`config.mk`:
```
export PLATFORM = sky130hd
export DESIGN_NAME = array_list_remove_value
export DESIGN_NICKNAME = d
export VERILOG_FILES = /design/src/rtl/core/alrv_pkg.sv /design/src/rtl/core/array_list_remove_value.sv /design/src/rtl/core/alrv_ram.sv
export SDC_FILE = /design/constraint.sdc
export NUM_CORES = 2
export LEC_CHECK = 0
export ABC_AREA = 0
export BUFFER_PORTS_ARGS = -buffer_cell sky130_fd_sc_hd__buf_2
export CAP_MARGIN = 30
export CORE_ASPECT_RATIO = 0.6
export CORE_MARGIN = 2
export CORE_UTILIZATION = 35
export CTS_CLUSTER_DIAMETER = 80
export DETAILED_ROUTE_END_ITERATION = 8
export GPL_TIMING_DRIVEN = 0
export HOLD_SLACK_MARGIN = 0.02
export PLACE_DENSITY = 0.57
export SKIP_CTS_REPAIR_TIMING = 1
export SYNTH_ARGS = -nofsm -noshare
export SYNTH_HDL_FRONTEND = slang
export SYNTH_HIERARCHICAL = 1
export SYNTH_SLANG_ARGS = --single-unit
export TNS_END_PERCENT = 5
```
`constraint.sdc`:
```
create_clock -name clk_i -period 5.8 [get_ports clk_i]
set_clock_uncertainty 0.05 [all_clocks]
set_input_delay 0.29 -clock clk_i [delete_from_list [all_inputs] [get_ports clk_i]]
set_output_delay 0.29 -clock clk_i [all_outputs]
set_load 0.1 [all_outputs]
```
`src/rtl/core/alrv_pkg.sv`:
```
`default_nettype none

package alrv_pkg;

  localparam int unsigned DEPTH  = 64;
  localparam int unsigned ADDR_W = (DEPTH > 1) ? $clog2(DEPTH) : 1;
  localparam int unsigned CNT_W  = $clog2(DEPTH + 1);
  localparam int unsigned DATA_W = 32;

  typedef enum logic [1:0] {
    REQ_APPEND = 2'd0,
    REQ_REMOVE = 2'd1,
    REQ_READ   = 2'd2
  } req_e;

  typedef enum logic [2:0] {
    ST_IDLE,
    ST_APPEND,
    ST_READ,
    ST_PURGE,
    ST_FINISH
  } state_e;

endpackage

`default_nettype wire

```
`src/rtl/core/array_list_remove_value.sv`:
```
`default_nettype none

// Array list of up to 64 signed 32-bit entries held in a single-port-read,
// single-port-write synchronous RAM, plus a length counter. A transaction is
// an append (0), a remove-all-equal (1) or a read at index (2); each one
// yields exactly one result on the output channel. An append passes through
// the append state and a read through the read state before the finish
// state; an unknown code or a remove on an empty list goes straight to the
// finish state. A remove streams the list through the RAM read port with a
// trailing write pointer in the purge state, compacting in place. One
// request is in flight at a time; the output register lets the block accept
// the next request while a result still waits to be taken, but a request
// that finishes while that result is still held stays in its last cycle
// until the output register frees up.
module array_list_remove_value import alrv_pkg::*; (
  input  wire logic              clk_i,
  input  wire logic              rst_ni,
  input  wire logic              in_valid_i,
  output logic                   in_ready_o,
  input  wire logic [1:0]        req_type_i,
  input  wire logic signed [31:0] value_i,
  input  wire logic [5:0]        index_i,
  output logic                   out_valid_o,
  input  wire logic              out_ready_i,
  output logic                   ok_o,
  output logic                   found_o,
  output logic [6:0]             list_length_o,
  output logic signed [31:0]     read_value_o
);

  state_e            state_q, state_d;
  logic [CNT_W-1:0]  count_q, count_d;
  logic [CNT_W-1:0]  rd_ptr_q, rd_ptr_d;
  logic [CNT_W-1:0]  wr_ptr_q, wr_ptr_d;
  logic [DATA_W-1:0] val_q, val_d;
  logic              res_ok_q, res_ok_d;
  logic              res_found_q, res_found_d;
  logic [DATA_W-1:0] res_rdata_q, res_rdata_d;

  logic              out_valid_q, out_valid_d;
  logic              out_ok_q, out_ok_d;
  logic              out_found_q, out_found_d;
  logic [CNT_W-1:0]  out_len_q, out_len_d;
  logic [DATA_W-1:0] out_rdata_q, out_rdata_d;

  logic              ram_we, ram_re;
  logic [ADDR_W-1:0] ram_waddr, ram_raddr;
  logic [DATA_W-1:0] ram_wdata, ram_rdata;

  logic              keep;
  logic [CNT_W-1:0]  wr_next;

  alrv_ram #(
    .WIDTH (DATA_W),
    .DEPTH (DEPTH)
  ) u_store (
    .clk_i   (clk_i),
    .we_i    (ram_we),
    .waddr_i (ram_waddr),
    .wdata_i (ram_wdata),
    .re_i    (ram_re),
    .raddr_i (ram_raddr),
    .rdata_o (ram_rdata)
  );

  assign in_ready_o = (state_q == ST_IDLE);
  assign keep       = (ram_rdata != val_q);
  assign wr_next    = wr_ptr_q + CNT_W'(keep);

  always_comb begin
    state_d     = state_q;
    count_d     = count_q;
    rd_ptr_d    = rd_ptr_q;
    wr_ptr_d    = wr_ptr_q;
    val_d       = val_q;
    res_ok_d    = res_ok_q;
    res_found_d = res_found_q;
    res_rdata_d = res_rdata_q;
    out_valid_d = out_valid_q;
    out_ok_d    = out_ok_q;
    out_found_d = out_found_q;
    out_len_d   = out_len_q;
    out_rdata_d = out_rdata_q;
    ram_we      = 1'b0;
    ram_waddr   = wr_ptr_q[ADDR_W-1:0];
    ram_wdata   = ram_rdata;
    ram_re      = 1'b0;
    ram_raddr   = rd_ptr_q[ADDR_W-1:0];

    if (out_valid_q && out_ready_i) begin
      out_valid_d = 1'b0;
    end

    case (state_q)
      ST_IDLE: begin
        if (in_valid_i) begin
          val_d       = value_i;
          res_ok_d    = 1'b0;
          res_found_d = 1'b0;
          res_rdata_d = '0;
          case (req_e'(req_type_i))
            REQ_APPEND: begin
              state_d = ST_APPEND;
            end
            REQ_REMOVE: begin
              res_ok_d = 1'b1;
              if (count_q == '0) begin
                state_d = ST_FINISH;
              end else begin
                ram_re    = 1'b1;
                ram_raddr = '0;
                rd_ptr_d  = CNT_W'(1);
                wr_ptr_d  = '0;
                state_d   = ST_PURGE;
              end
            end
            REQ_READ: begin
              res_ok_d  = ({1'b0, index_i} < count_q);
              ram_re    = 1'b1;
              ram_raddr = index_i;
              state_d   = ST_READ;
            end
            default: begin
              state_d = ST_FINISH;
            end
          endcase
        end
      end

      ST_APPEND: begin
        if (count_q < CNT_W'(DEPTH)) begin
          ram_we    = 1'b1;
          ram_waddr = count_q[ADDR_W-1:0];
          ram_wdata = val_q;
          count_d   = count_q + CNT_W'(1);
          res_ok_d  = 1'b1;
        end
        state_d = ST_FINISH;
      end

      ST_READ: begin
        res_rdata_d = res_ok_q ? ram_rdata : '0;
        state_d     = ST_FINISH;
      end

      ST_PURGE: begin
        // ram_rdata holds entry rd_ptr_q-1; write side trails the read side
        ram_we   = keep;
        wr_ptr_d = wr_next;
        if (rd_ptr_q == count_q) begin
          count_d     = wr_next;
          res_found_d = (wr_next != count_q);
          state_d     = ST_FINISH;
        end else begin
          ram_re   = 1'b1;
          rd_ptr_d = rd_ptr_q + CNT_W'(1);
        end
      end

      ST_FINISH: begin
        if (!out_valid_q || out_ready_i) begin
          out_valid_d = 1'b1;
          out_ok_d    = res_ok_q;
          out_found_d = res_found_q;
          out_len_d   = count_q;
          out_rdata_d = res_rdata_q;
          state_d     = ST_IDLE;
        end
      end

      default: begin
        state_d = ST_IDLE;
      end
    endcase
  end

  always_ff @(posedge clk_i or negedge rst_ni) begin
    if (!rst_ni) begin
      state_q     <= ST_IDLE;
      count_q     <= '0;
      out_valid_q <= 1'b0;
    end else begin
      state_q     <= state_d;
      count_q     <= count_d;
      out_valid_q <= out_valid_d;
    end
  end

  always_ff @(posedge clk_i) begin
    rd_ptr_q    <= rd_ptr_d;
    wr_ptr_q    <= wr_ptr_d;
    val_q       <= val_d;
    res_ok_q    <= res_ok_d;
    res_found_q <= res_found_d;
    res_rdata_q <= res_rdata_d;
    out_ok_q    <= out_ok_d;
    out_found_q <= out_found_d;
    out_len_q   <= out_len_d;
    out_rdata_q <= out_rdata_d;
  end

  assign out_valid_o   = out_valid_q;
  assign ok_o          = out_ok_q;
  assign found_o       = out_found_q;
  assign list_length_o = out_len_q;
  assign read_value_o  = out_rdata_q;

endmodule

`default_nettype wire

```
`src/rtl/core/alrv_ram.sv`:
```
`default_nettype none

module alrv_ram #(
  parameter int unsigned WIDTH = 32,
  parameter int unsigned DEPTH = 64,
  parameter int unsigned AW    = (DEPTH > 1) ? $clog2(DEPTH) : 1
) (
  input  wire logic             clk_i,
  input  wire logic             we_i,
  input  wire logic [AW-1:0]    waddr_i,
  input  wire logic [WIDTH-1:0] wdata_i,
  input  wire logic             re_i,
  input  wire logic [AW-1:0]    raddr_i,
  output logic      [WIDTH-1:0] rdata_o
);

  logic [WIDTH-1:0] mem_q [DEPTH];
  logic [WIDTH-1:0] rdata_q;

  always_ff @(posedge clk_i) begin
    if (we_i) begin
      mem_q[waddr_i] <= wdata_i;
    end
    if (re_i) begin
      rdata_q <= mem_q[raddr_i];
    end
  end

  assign rdata_o = rdata_q;

endmodule

`default_nettype wire

```
==> flow_metrics.env <==
export IMPL_hold_violations=0
export IMPL_top_layer="met4"
export IMPL_die_area_um2=247000
export IMPL_dp_cells=7274
export IMPL_synthSimpleGateAreaFrac_pct=1.91
export IMPL_die_h_um=386
export IMPL_clk_path_buf_depth=4
export IMPL_critPathSlowestCell="nor3_2"
export IMPL_min_period_over_period_pct=102
export IMPL_critPathCaptureType="register"
export IMPL_synthFlopType="edfxtp_1"
export IMPL_synthAdderAreaFrac_pct=0.206
export IMPL_start_util_pct=35.1
export IMPL_hold_class="input pin to register"
export IMPL_ys_seq_area_share_pct=78.1
export IMPL_cp_cell_sequence="nor3_4 -> nand2_1 -> clkinv_4 -> nand2_1 -> a21o_1 -> a22o_1 -> clkbuf_1 -> or2_0 -> clkbuf_2 -> a311oi_1 -> nor3_2"
export IMPL_antenna_found_initial=13
export IMPL_required_ps=6270
export IMPL_syn_inst=3752
export IMPL_htreeDepth=4
export IMPL_worst_slack_ps=-106
export IMPL_tns_ps=-106
export IMPL_cts_root_buf="clkbuf_16"
export IMPL_power_density_nw_per_um2=385
export IMPL_path_class="register to register"
export IMPL_met1_length_um=116000
export IMPL_met2_length_um=110000
export IMPL_gp_congestion=0.850
export IMPL_violations="setup timing"
export IMPL_synth_fp_nets=3810
export IMPL_finalInstanceArea_um2=99400
export IMPL_yosysMostFrequentCell="edfxtp_1"
export IMPL_cp_data_arrival_time_ps=6380
export IMPL_cts_sinks=2212
export IMPL_io_pins=87
export IMPL_postSynth_asyncResetShare_pct=0.497
export IMPL_track_usage_pct=22.1
export IMPL_drtIter0Drc=8208
export IMPL_clkTransAtPathRegs_ps=70
export IMPL_synth_seq_cells=2212
export IMPL_grt_pass1_vias=41500
export IMPL_yosysTopAreaCell="edfxtp_1"
export IMPL_grt_pass1_wl_um=367000
export IMPL_leakage_nw=31.0
export IMPL_synth_top_family_by_area="multiplexers"
export IMPL_slew_violations=0
export IMPL_synth_compound_gate_area_share_pct=1.93
export IMPL_post_route_util_pct=41.1
export IMPL_max_freq_mhz=169
export IMPL_cap_violations=0
export IMPL_grt_start_max_net_pins=65
export IMPL_tightestPinTransition_ps=1060
export IMPL_synth_xor_xnor_area_share_pct=0.573
export IMPL_startpoint_type="register"
export IMPL_fp_dieW_um=640
export IMPL_viasPerCell=5.89
export IMPL_cts_inserted_buffers=193
export IMPL_status="finished with violations"
export IMPL_drt_wl_total_um=277000
export IMPL_synth_avg_cell_area_um2=22.6
export IMPL_synthTopCellsByCount="edfxtp_1 (2,201), mux4_2 (544), nor2_1 (155), mux2i_1 (93), o22ai_1 (85)"
export IMPL_antenna_left=0
export IMPL_grt_overflow=0
export IMPL_yosysTopAreaCellShare_pct=77.8
export IMPL_fin_nets=4308
export IMPL_slowest_delay_ps=860
export IMPL_critPathMaxFanout=35
export IMPL_synth_edff_count=2201
export IMPL_insertion_delay_ps=860
export IMPL_synth_distinct_cells=56
export IMPL_area_growth_pct=17.0
export IMPL_synthesis_area_um2=84900
export IMPL_yosysWarnings=6
export IMPL_synth_mux_area_share_pct=16.0
export IMPL_peakVddDrop_mv=0.238
export IMPL_dp_hpwl_um=189000
export IMPL_slew_headroom_pct=29.3
export IMPL_met3_length_um=43700
export IMPL_fp_coreArea_um2=242000
export IMPL_first_pass_iters=6
export IMPL_post_route_min_period_ps=5910
export IMPL_drive_gt1_share_pct=29.4
export IMPL_rows=140
export IMPL_rsz0062_at_grt="true"
export IMPL_vias=45100
export IMPL_crit_top_cell="nand2_1"
export IMPL_placed_cell_area_um2=93100
export IMPL_stdcell_count=7661
export IMPL_io_buffers=86
export IMPL_cts_tree="done"
export IMPL_drc_errors=0
export IMPL_wire_per_inst_um=36.1
export IMPL_finalSetupViolCount=1
export IMPL_synth_area_leaders="edfxtp_1 (78%), mux4_2 (14%), mux2i_1 (1.1%)"
export IMPL_pre_cts_ws_ps=-835
==> power by group <==
group / internal (W) / total [W] / switching, W
registers: 0.0184 / 0.0186 / 0.000210
clock network: 0.00661 / 0.0124 / 0.00578
logic: 0.00226 / 0.00721 / 0.00495
total: 0.0273 / 0.0383 / 0.0109
==> through the flow <==
stage               hold slack [ps]  power [W]
finish                         32.9     0.0383
global route                   65.9     0.0392
CTS                            -779     0.0381
detailed placement              143     0.0259
global placement                141     0.0255
floorplan                     -55.6     0.0229
==> critical path: cells and delay by family, from the launching register on <==
family,cells,cell delay (ps)
buf+inv,3,1730
compound gates,3,990
flops,1,530
simple gates,5,2210
==> cell families (layout without fill, tap and decap cells) <==
logic type / count (synthesis) / count (layout)
simple gates: 335 / 335
fa+ha+maj: 14 / 14
compound gates: 251 / 251
mux: 675 / 675
xor+xnor: 54 / 54
flops: 2212 / 2212
other cells: 0 / 4
buf+inv: 211 / 850
==> worst paths after layout <==
check | startpoint | cells past startpoint | slack (ps) | endpoint
min in group asynchronous | rst_ni | 3 | 500 | out_valid_o$_DFF_PN0_
min reg2reg | res_rdata_q[28]$_SDFFCE_PN0P_ | 0 | 370 | read_value_o[28]$_DFFE_PP_
max reg2reg | state_q[0]$_DFFE_PN0P_ | 11 | -110 | u_store/rdata_o[17]$_DFFE_PP_
max | state_q[0]$_DFFE_PN0P_ | 11 | -110 | u_store/rdata_o[17]$_DFFE_PP_
max in group asynchronous | rst_ni | 3 | 4760 | count_q[0]$_DFFE_PN0P_
min | req_type_i[0] | 5 | 30 | state_q[2]$_DFFE_PN0P_
==> per-layer routing <==
metal,GRT usage (%),up-vias
li1,-,16900
met3,8.40,389
met1,34.1,24500
met5,0,-
met2,29.0,3359
met4,4.98,0
==> final cells by class <==
type | count | area [um^2]
antenna | 4 | 10.0
buffer | 198 | 1000
clock buffer | 247 | 5120
clock inverter | 89 | 646
fill | 21000 | 142000
inverter | 11 | 46.3
multi-input combinational | 1329 | 18100
sequential | 2212 | 66400
tap | 3266 | 4090
timing repair buffer | 305 | 3990
==> registers in the layout, summed over array words and instances, names as in the netlist, 3 cells and up <==
| signal | count |
|---|---|
| u_store/mem_q | 2048 |
| count_q | 7 |
| read_value_o | 32 |
| state_q | 3 |
| wr_ptr_q | 7 |
| u_store/rdata_o | 32 |
| list_length_o | 7 |
| rd_ptr_q | 7 |
| res_rdata_q | 32 |
| val_q | 32 |
==> cells in the final DEF, fill, tap and decap left out, drive strengths merged, types with 5 or more instances in the layout <==
cell type       n
nand2          39
inv            14
buf           381
a21oi          75
a22o            6
o22ai          85
and2           39
or3b            5
o21ai           8
clkinv         73
nor2          155
dfrtp          11
xnor2          39
mux2i          93
mux2           38
nand4          11
xor2           14
clkbuf        329
mux4          544
ha             14
o31ai           5
edfxtp       2201
nand2b         11
a21o            5
nor2b          17
o221ai         27
bufinv          9
nand3          15
nor3           13
nand3b          6
dlygate4sd3    39
a22oi          13
a311oi          8
and3            9
Note: power is estimated with default switching activity, not from simulation.
